<file path="src/sv/cdod_pkg.sv">
package cdod_pkg;

    localparam logic [10:0] FIRST_YEAR = 11'd2000;
    localparam logic [10:0] LAST_YEAR  = 11'd2030;
    localparam logic [4:0]  LAST_YOFF  = 5'd30;
    localparam logic [3:0]  LAST_MONTH = 4'd12;
    localparam logic [13:0] LAST_INDEX = 14'd11322;
    localparam logic [13:0] DAYS_YEAR  = 14'd365;
    localparam logic [13:0] DAYS_LEAP  = 14'd366;

    localparam logic MODE_ADD     = 1'b0;
    localparam logic MODE_COMPARE = 1'b1;

    typedef enum logic [2:0] {
        ST_IDLE,
        ST_INDEX,
        ST_SUM,
        ST_YEAR,
        ST_MONTH,
        ST_FINISH
    } state_t;

    // Commands from the controller to the datapath.
    typedef struct packed {
        logic load;
        logic calc_index;
        logic calc_sum;
        logic year_step;
        logic month_step;
        logic out_load;
    } cmd_t;

    // Status from the datapath to the controller.
    typedef struct packed {
        logic mode;
        logic dates_ok;
        logic year_done;
        logic month_done;
        logic out_free;
    } status_t;

    function automatic logic [4:0] days_in_month(input logic leap, input logic [3:0] m);
        logic [4:0] len;
        unique case (m)
            4'd2:                       len = leap ? 5'd29 : 5'd28;
            4'd4, 4'd6, 4'd9, 4'd11:    len = 5'd30;
            default:                    len = 5'd31;
        endcase
        return len;
    endfunction

    function automatic logic [8:0] month_start(input logic leap, input logic [3:0] m);
        logic [8:0] base;
        unique case (m)
            4'd2:    base = 9'd31;
            4'd3:    base = 9'd59;
            4'd4:    base = 9'd90;
            4'd5:    base = 9'd120;
            4'd6:    base = 9'd151;
            4'd7:    base = 9'd181;
            4'd8:    base = 9'd212;
            4'd9:    base = 9'd243;
            4'd10:   base = 9'd273;
            4'd11:   base = 9'd304;
            4'd12:   base = 9'd334;
            default: base = 9'd0;
        endcase
        return base + 9'((leap && (m > 4'd2)) ? 1 : 0);
    endfunction

    // Days from the first of January 2000 to the first of January of the given year.
    function automatic logic [13:0] year_start(input logic [4:0] yoff);
        logic [13:0] plain;
        logic [5:0]  leaps;
        plain = 14'(yoff) * DAYS_YEAR;
        leaps = ({1'b0, yoff} + 6'd3) >> 2;
        return plain + 14'(leaps);
    endfunction

    function automatic logic date_ok(input logic [10:0] y, input logic [3:0] m,
                                     input logic [4:0] d);
        logic [10:0] yoff;
        logic        leap;
        yoff = y - FIRST_YEAR;
        leap = (y[1:0] == 2'b00);
        return (y >= FIRST_YEAR) && (y <= LAST_YEAR) && (m >= 4'd1) && (m <= LAST_MONTH)
            && (d >= 5'd1) && (d <= days_in_month(leap, m)) && (yoff <= 11'(LAST_YOFF));
    endfunction

    // Zero-based day number from 2000-01-01; meaningful for valid dates only.
    function automatic logic [13:0] day_index(input logic [10:0] y, input logic [3:0] m,
                                              input logic [4:0] d);
        logic [10:0] yfull;
        logic [4:0]  yoff;
        logic        leap;
        yfull = y - FIRST_YEAR;
        yoff  = yfull[4:0];
        leap  = (y[1:0] == 2'b00);
        return year_start(yoff) + 14'(month_start(leap, m)) + 14'(d) - 14'd1;
    endfunction

endpackage

</file>
<file path="src/sv/calendar_date_offset_and_difference_top.sv">
// Compare mode and invalid dates pass from the accepted word through the index, sum and finish
// states to out_valid. Add mode also walks the years and then the months of the result date
// between the sum and finish states; finish waits while the output register holds a stalled result.
// Throughput: one word at a time; the next word can be accepted once the result is placed in the
// output register, even while that result still waits for out_ready.
// Reset: rst_n is asynchronous and active low; it returns the controller to idle and drops out_valid.
module calendar_date_offset_and_difference_top
    import cdod_pkg::*;
(
    input  logic               clk,
    input  logic               rst_n,
    input  logic               in_valid,
    output logic               in_ready,
    input  logic               mode,
    input  logic [10:0]        year_a,
    input  logic [3:0]         month_a,
    input  logic [4:0]         day_a,
    input  logic signed [14:0] offset,
    input  logic [10:0]        year_b,
    input  logic [3:0]         month_b,
    input  logic [4:0]         day_b,
    output logic               out_valid,
    input  logic               out_ready,
    output logic               dates_valid,
    output logic               range_error,
    output logic [10:0]        res_year,
    output logic [3:0]         res_month,
    output logic [4:0]         res_day,
    output logic [13:0]        day_distance,
    output logic               a_earlier,
    output logic               a_same
);

    // The controller sequences each word through index, sum, year walk and month walk (add mode
    // with valid dates only) and finish. The datapath holds the captured word, the day numbers, the
    // remaining day count of the walk and the output register.
    cmd_t    cmd;
    status_t status;

    cdod_ctrl u_ctrl (
        .clk      (clk),
        .rst_n    (rst_n),
        .in_valid (in_valid),
        .in_ready (in_ready),
        .status   (status),
        .cmd      (cmd)
    );

    // The year walk subtracts a whole year per cycle from the clamped day number,
    // then the month walk subtracts whole months; what remains is the day of month.
    cdod_datapath u_datapath (
        .clk          (clk),
        .rst_n        (rst_n),
        .cmd          (cmd),
        .status       (status),
        .mode         (mode),
        .year_a       (year_a),
        .month_a      (month_a),
        .day_a        (day_a),
        .offset       (offset),
        .year_b       (year_b),
        .month_b      (month_b),
        .day_b        (day_b),
        .out_valid    (out_valid),
        .out_ready    (out_ready),
        .dates_valid  (dates_valid),
        .range_error  (range_error),
        .res_year     (res_year),
        .res_month    (res_month),
        .res_day      (res_day),
        .day_distance (day_distance),
        .a_earlier    (a_earlier),
        .a_same       (a_same)
    );

endmodule

</file>
<file path="src/sv/cdod_ctrl.sv">
module cdod_ctrl
    import cdod_pkg::*;
(
    input  logic    clk,
    input  logic    rst_n,
    input  logic    in_valid,
    output logic    in_ready,
    input  status_t status,
    output cmd_t    cmd
);

    state_t state_reg;
    state_t state_next;

    always_ff @(posedge clk or negedge rst_n)
    begin
        if (!rst_n)
        begin
            state_reg <= ST_IDLE;
        end
        else
        begin
            state_reg <= state_next;
        end
    end

    always_comb
    begin
        state_next = state_reg;
        cmd        = '0;
        in_ready   = 1'b0;
        unique case (state_reg)
            ST_IDLE:
            begin
                in_ready = 1'b1;
                if (in_valid)
                begin
                    cmd.load   = 1'b1;
                    state_next = ST_INDEX;
                end
            end
            ST_INDEX:
            begin
                cmd.calc_index = 1'b1;
                state_next     = ST_SUM;
            end
            ST_SUM:
            begin
                cmd.calc_sum = 1'b1;
                if (status.dates_ok && (status.mode == MODE_ADD))
                begin
                    state_next = ST_YEAR;
                end
                else
                begin
                    state_next = ST_FINISH;
                end
            end
            ST_YEAR:
            begin
                if (status.year_done)
                begin
                    state_next = ST_MONTH;
                end
                else
                begin
                    cmd.year_step = 1'b1;
                end
            end
            ST_MONTH:
            begin
                if (status.month_done)
                begin
                    state_next = ST_FINISH;
                end
                else
                begin
                    cmd.month_step = 1'b1;
                end
            end
            ST_FINISH:
            begin
                if (status.out_free)
                begin
                    cmd.out_load = 1'b1;
                    state_next   = ST_IDLE;
                end
            end
            default:
            begin
                state_next = ST_IDLE;
            end
        endcase
    end

endmodule

</file>
<file path="src/sv/cdod_datapath.sv">
module cdod_datapath
    import cdod_pkg::*;
(
    input  logic        clk,
    input  logic        rst_n,
    input  cmd_t        cmd,
    output status_t     status,
    input  logic        mode,
    input  logic [10:0] year_a,
    input  logic [3:0]  month_a,
    input  logic [4:0]  day_a,
    input  logic signed [14:0] offset,
    input  logic [10:0] year_b,
    input  logic [3:0]  month_b,
    input  logic [4:0]  day_b,
    output logic        out_valid,
    input  logic        out_ready,
    output logic        dates_valid,
    output logic        range_error,
    output logic [10:0] res_year,
    output logic [3:0]  res_month,
    output logic [4:0]  res_day,
    output logic [13:0] day_distance,
    output logic        a_earlier,
    output logic        a_same
);

    // Captured word.
    logic               mode_reg;
    logic [10:0]        year_a_reg, year_b_reg;
    logic [3:0]         month_a_reg, month_b_reg;
    logic [4:0]         day_a_reg, day_b_reg;
    logic signed [14:0] offset_reg;

    // Working registers.
    logic [13:0] na_reg, nb_reg;
    logic        ok_reg;
    logic [13:0] rem_reg;
    logic [4:0]  yy_reg;
    logic [3:0]  mm_reg;
    logic        rerr_reg;
    logic [13:0] dist_reg;
    logic        earlier_reg;
    logic        same_reg;

    // Output register.
    logic        out_valid_reg, out_valid_next;
    logic        dates_valid_reg;
    logic        range_error_reg;
    logic [10:0] res_year_reg;
    logic [3:0]  res_month_reg;
    logic [4:0]  res_day_reg;
    logic [13:0] day_distance_reg;
    logic        a_earlier_reg;
    logic        a_same_reg;

    logic signed [15:0] sum_n;
    logic [13:0]        len_year;
    logic [13:0]        len_month;
    logic               leap_yy;

    assign sum_n     = signed'({2'b00, na_reg}) + 16'(offset_reg);
    assign leap_yy   = (yy_reg[1:0] == 2'b00);
    assign len_year  = leap_yy ? DAYS_LEAP : DAYS_YEAR;
    assign len_month = 14'(days_in_month(leap_yy, mm_reg));

    assign status.mode       = mode_reg;
    assign status.dates_ok   = ok_reg;
    assign status.year_done  = (rem_reg < len_year) || (yy_reg == LAST_YOFF);
    assign status.month_done = (rem_reg < len_month) || (mm_reg == LAST_MONTH);
    assign status.out_free   = !out_valid_reg || out_ready;

    always_ff @(posedge clk)
    begin
        if (cmd.load)
        begin
            mode_reg    <= mode;
            year_a_reg  <= year_a;
            month_a_reg <= month_a;
            day_a_reg   <= day_a;
            offset_reg  <= offset;
            year_b_reg  <= year_b;
            month_b_reg <= month_b;
            day_b_reg   <= day_b;
        end
        if (cmd.calc_index)
        begin
            na_reg <= day_index(year_a_reg, month_a_reg, day_a_reg);
            nb_reg <= day_index(year_b_reg, month_b_reg, day_b_reg);
            ok_reg <= date_ok(year_a_reg, month_a_reg, day_a_reg)
                      && ((mode_reg == MODE_ADD)
                          || date_ok(year_b_reg, month_b_reg, day_b_reg));
        end
        if (cmd.calc_sum)
        begin
            yy_reg      <= 5'd0;
            mm_reg      <= 4'd1;
            dist_reg    <= (na_reg >= nb_reg) ? (na_reg - nb_reg) : (nb_reg - na_reg);
            earlier_reg <= (na_reg < nb_reg);
            same_reg    <= (na_reg == nb_reg);
            if (sum_n < 16'sd0)
            begin
                rem_reg  <= 14'd0;
                rerr_reg <= 1'b1;
            end
            else if (sum_n > signed'({2'b00, LAST_INDEX}))
            begin
                rem_reg  <= LAST_INDEX;
                rerr_reg <= 1'b1;
            end
            else
            begin
                rem_reg  <= sum_n[13:0];
                rerr_reg <= 1'b0;
            end
        end
        if (cmd.year_step)
        begin
            rem_reg <= rem_reg - len_year;
            yy_reg  <= yy_reg + 5'd1;
        end
        if (cmd.month_step)
        begin
            rem_reg <= rem_reg - len_month;
            mm_reg  <= mm_reg + 4'd1;
        end
        if (cmd.out_load)
        begin
            dates_valid_reg <= ok_reg;
            if (ok_reg && (mode_reg == MODE_ADD))
            begin
                range_error_reg  <= rerr_reg;
                res_year_reg     <= FIRST_YEAR + 11'(yy_reg);
                res_month_reg    <= mm_reg;
                res_day_reg      <= 5'(rem_reg + 14'd1);
                day_distance_reg <= 14'd0;
                a_earlier_reg    <= 1'b0;
                a_same_reg       <= 1'b0;
            end
            else if (ok_reg)
            begin
                range_error_reg  <= 1'b0;
                res_year_reg     <= 11'd0;
                res_month_reg    <= 4'd0;
                res_day_reg      <= 5'd0;
                day_distance_reg <= dist_reg;
                a_earlier_reg    <= earlier_reg;
                a_same_reg       <= same_reg;
            end
            else
            begin
                range_error_reg  <= 1'b0;
                res_year_reg     <= 11'd0;
                res_month_reg    <= 4'd0;
                res_day_reg      <= 5'd0;
                day_distance_reg <= 14'd0;
                a_earlier_reg    <= 1'b0;
                a_same_reg       <= 1'b0;
            end
        end
    end

    always_comb
    begin
        out_valid_next = out_valid_reg;
        if (cmd.out_load)
        begin
            out_valid_next = 1'b1;
        end
        else if (out_ready)
        begin
            out_valid_next = 1'b0;
        end
    end

    always_ff @(posedge clk or negedge rst_n)
    begin
        if (!rst_n)
        begin
            out_valid_reg <= 1'b0;
        end
        else
        begin
            out_valid_reg <= out_valid_next;
        end
    end

    assign out_valid    = out_valid_reg;
    assign dates_valid  = dates_valid_reg;
    assign range_error  = range_error_reg;
    assign res_year     = res_year_reg;
    assign res_month    = res_month_reg;
    assign res_day      = res_day_reg;
    assign day_distance = day_distance_reg;
    assign a_earlier    = a_earlier_reg;
    assign a_same       = a_same_reg;

endmodule

</file>
<file path="config.mk">
export PLATFORM = sky130hd
export DESIGN_NAME = calendar_date_offset_and_difference_top
export DESIGN_NICKNAME = d
export VERILOG_FILES = /design/src/sv/cdod_pkg.sv /design/src/sv/calendar_date_offset_and_difference_top.sv /design/src/sv/cdod_ctrl.sv /design/src/sv/cdod_datapath.sv
export SDC_FILE = /design/constraint.sdc
export NUM_CORES = 1
export LEC_CHECK = 0
export ABC_AREA = 1
export BUFFER_PORTS_ARGS = -buffer_cell sky130_fd_sc_hd__buf_2
export CORE_ASPECT_RATIO = 0.7
export CORE_UTILIZATION = 43
export CTS_CLUSTER_DIAMETER = 120
export CTS_CLUSTER_SIZE = 10
export DETAILED_ROUTE_END_ITERATION = 8
export PLACE_DENSITY = 0.68
export SYNTH_ARGS = -nofsm -noshare
export SYNTH_HDL_FRONTEND = slang
export SYNTH_SLANG_ARGS = --single-unit
</file>
<file path="constraint.sdc">
create_clock -name clk -period 10.5 [get_ports clk]
set_clock_uncertainty 0.05 [all_clocks]
set_input_delay 0.525 -clock clk [delete_from_list [all_inputs] [get_ports clk]]
set_output_delay 0.525 -clock clk [all_outputs]
set_load 0.05 [all_outputs]
</file>
==> qor.csv <==
metric,value,unit
wl_met1,15800,µm
setup_tns,0,ns
firstDrtPassIters,5,
cp-start-kind,flip-flop,
whs_endpoint,u_datapath.offset_reg[12],
rows,54,
slowest_delay,0.55,ns
synthesis.nets,1845,
syn_area,14000,µm²
grt_max_degree,50,
antenna_left,0,
synthFlopType,edfxtp_1,
rsz0062_at_grt,no,
die_area,33300,µm²
die_h,153,µm
r2r-start,u_datapath.year_b_reg[1],
clock.fmax,0.172,GHz
drc,0,
ios,100,
grt_overflow_total,0,
dr_wl_met3,1810,µm
syn2layout_area_growth,10.7,%
worstRegToRegCells,25,
insertion_delay,0.44,ns
grt_usage,19.5,%
async_flop_share,2.21,%
route.vias.total,10300,
synth_top_area_share,34.1,%
worstPathArrival,5.96,ns
routed_via_density,4.90,
drv_slew,0,
finalWirelength,30900,µm
cts_hold_buf,1,
synth_edf_count,159,
grt_pass1_wl,50600,µm
cts_buffers,17,
grt_antenna_before_repair,2,
fin_crit_sh,55.4,%
cts.path.max_buffers,2,
drtIter0Drc,743,
cts_root_buffer,clkbuf_16,
dp_hpwl,24800,µm
maxSlewHeadroom,33.1,%
cts_resized,0,
critPathMaxFanout,6,
synth_area_leaders,"edfxtp_1, ha_1, fa_1",
r2r_end,u_datapath.nb_reg[12],
drive_gt1_share,10.5,%
first_global_vias,9936,
post-cts-setup-buffer-count,0,
io_buffers,99,
cts_tree,yes,
dr_wl_met2,12800,µm
endpoint_kind,flip-flop,
critical_path_class,reg2reg,
n_fill_cell,2884,
gp_congestion,0.902,
post_drt_wl_per_cell,14.8,µm
syn_avg_cell_area,8.95,µm²
min_period,5.81,ns
cp_common_cell,nand2_1,
reg2reg_slack,4.69,ns
utilization,49.1,%
yosysUniqueCellTypes,57,
synth_most_common_cell,inv_1,
yosys-top-cells-count,"inv_1, nand2_1, ha_1",
syn_inst,1562,
yosys_warnings,0,
outcome,finished clean,
start_util,44.3,%
worst_ep_required_time,10.64,ns
hold_depth,1,
largest_reg_flops,15,
max_slew.worst_pin.slew,0.992,ns
cts.clk_slew.worst_paths,0.07,ns
nets,1941,
hold_start,offset[12],
cts_sinks,181,
hold_path_class,in2reg,
yosys_register_bits,181,
hold_viol,0,
die_w,218,µm
synth_seq_area_share,37.4,%
synth.largest_area_cell,edfxtp_1,
cp_slowest_cell,fa_1,
core_area,31600,µm²
top_layer_used,met4,
htree_levels,4,
drv_cap,0,
setup_viol,0,
layout make-up:
| type | count | area (µm²) | share of cell area (%) |
|---|---|---|---|
| clock inverters | 10 | 100 | 0.647 |
| inverters | 325 | 1220 | 7.88 |
| clock buffers | 22 | 454 | 2.93 |
| repair buffers | 103 | 528 | 3.41 |
| diodes | 2 | 5.00 | 0.0323 |
| well taps | 420 | 526 | 3.39 |
| multi-input cells | 1030 | 7410 | 47.9 |
| flip-flops and latches | 181 | 5240 | 33.8 |
per-layer routing:
| layer | vias to the layer above | track usage [%] |
|---|---|---|
| li1 | 5189 | - |
| met3 | 24 | 4.02 |
| met4 | 0 | 5.53 |
| met1 | 4799 | 29.0 |
| met5 | - | 0 |
| met2 | 242 | 28.3 |
stage by stage:
step	cells	setup WS [ns]	hold WS [ns]	area, µm²
floorplan	1562	5.15	0.179	14000
global placement	2058	4.90	0.287	14900
finish	2093	4.69	0.202	15500
detailed placement	2058	4.66	0.289	14900
CTS	2091	4.67	0.180	15500
global route	2093	4.23	0.180	15500
worst max path at each step:
stage | endpoint | depth (start not counted) | start
3_5_place_dp | u_datapath.nb_reg[12] | 25 | u_datapath.year_b_reg[1]
6_report | u_datapath.nb_reg[12] | 25 | u_datapath.year_b_reg[1]
3_3_place_gp | u_datapath.nb_reg[12] | 25 | u_datapath.year_b_reg[1]
2_1_floorplan | u_datapath.nb_reg[12] | 25 | u_datapath.year_b_reg[1]
4_1_cts | u_datapath.nb_reg[12] | 25 | u_datapath.year_b_reg[1]
5_1_grt | u_datapath.nb_reg[12] | 25 | u_datapath.year_b_reg[1]
layout by cell type, fill, tap and decap left out, drive strengths merged, types with 3 or more instances in the layout:
cell type,netlist,final
inv,325,328
o21ai,59,59
xnor2,19,19
a31oi,6,6
a21o,3,3
clkinvlp,0,4
a21oi,80,80
o211ai,5,5
or2,6,6
nor3,14,14
clkbuf,13,22
o21bai,7,7
dfrtp,4,4
a211oi,7,7
nand3,58,58
nand2,292,292
nor4,5,5
nor2,132,132
buf,13,102
edfxtp,159,159
ha,162,162
nand4,7,7
xor2,73,73
a21boi,3,3
fa,61,61
dfxtp,18,18
a2111oi,3,3
nand3b,5,5
critical path: cells and delay by family, from the launching register on:
family,cells,cell delay [ns]
AOI/OAI and AO/OA,5,0.83
xor gates and xnor gates,2,0.33
adders and majority gates,7,2.92
buffers and inverters,4,0.41
DFF,1,0.50
and+or+nand+nor,7,0.51
cells by family after synthesis:
| logic type | Yosys count | synth area share, % |
|---|---|---|
| adder cells (fa/ha/maj) | 223 | 23.2 |
| AO/OA/AOI/OAI | 190 | 8.00 |
| AND/OR/NAND/NOR | 525 | 15.8 |
| flip-flops | 181 | 37.4 |
| XOR/XNOR | 92 | 5.82 |
| buffers and inverters | 351 | 9.69 |
Power is left out: the tool's default activity adds up to more than one toggle a clock period on the data nets, which glitch-free logic cannot reach.
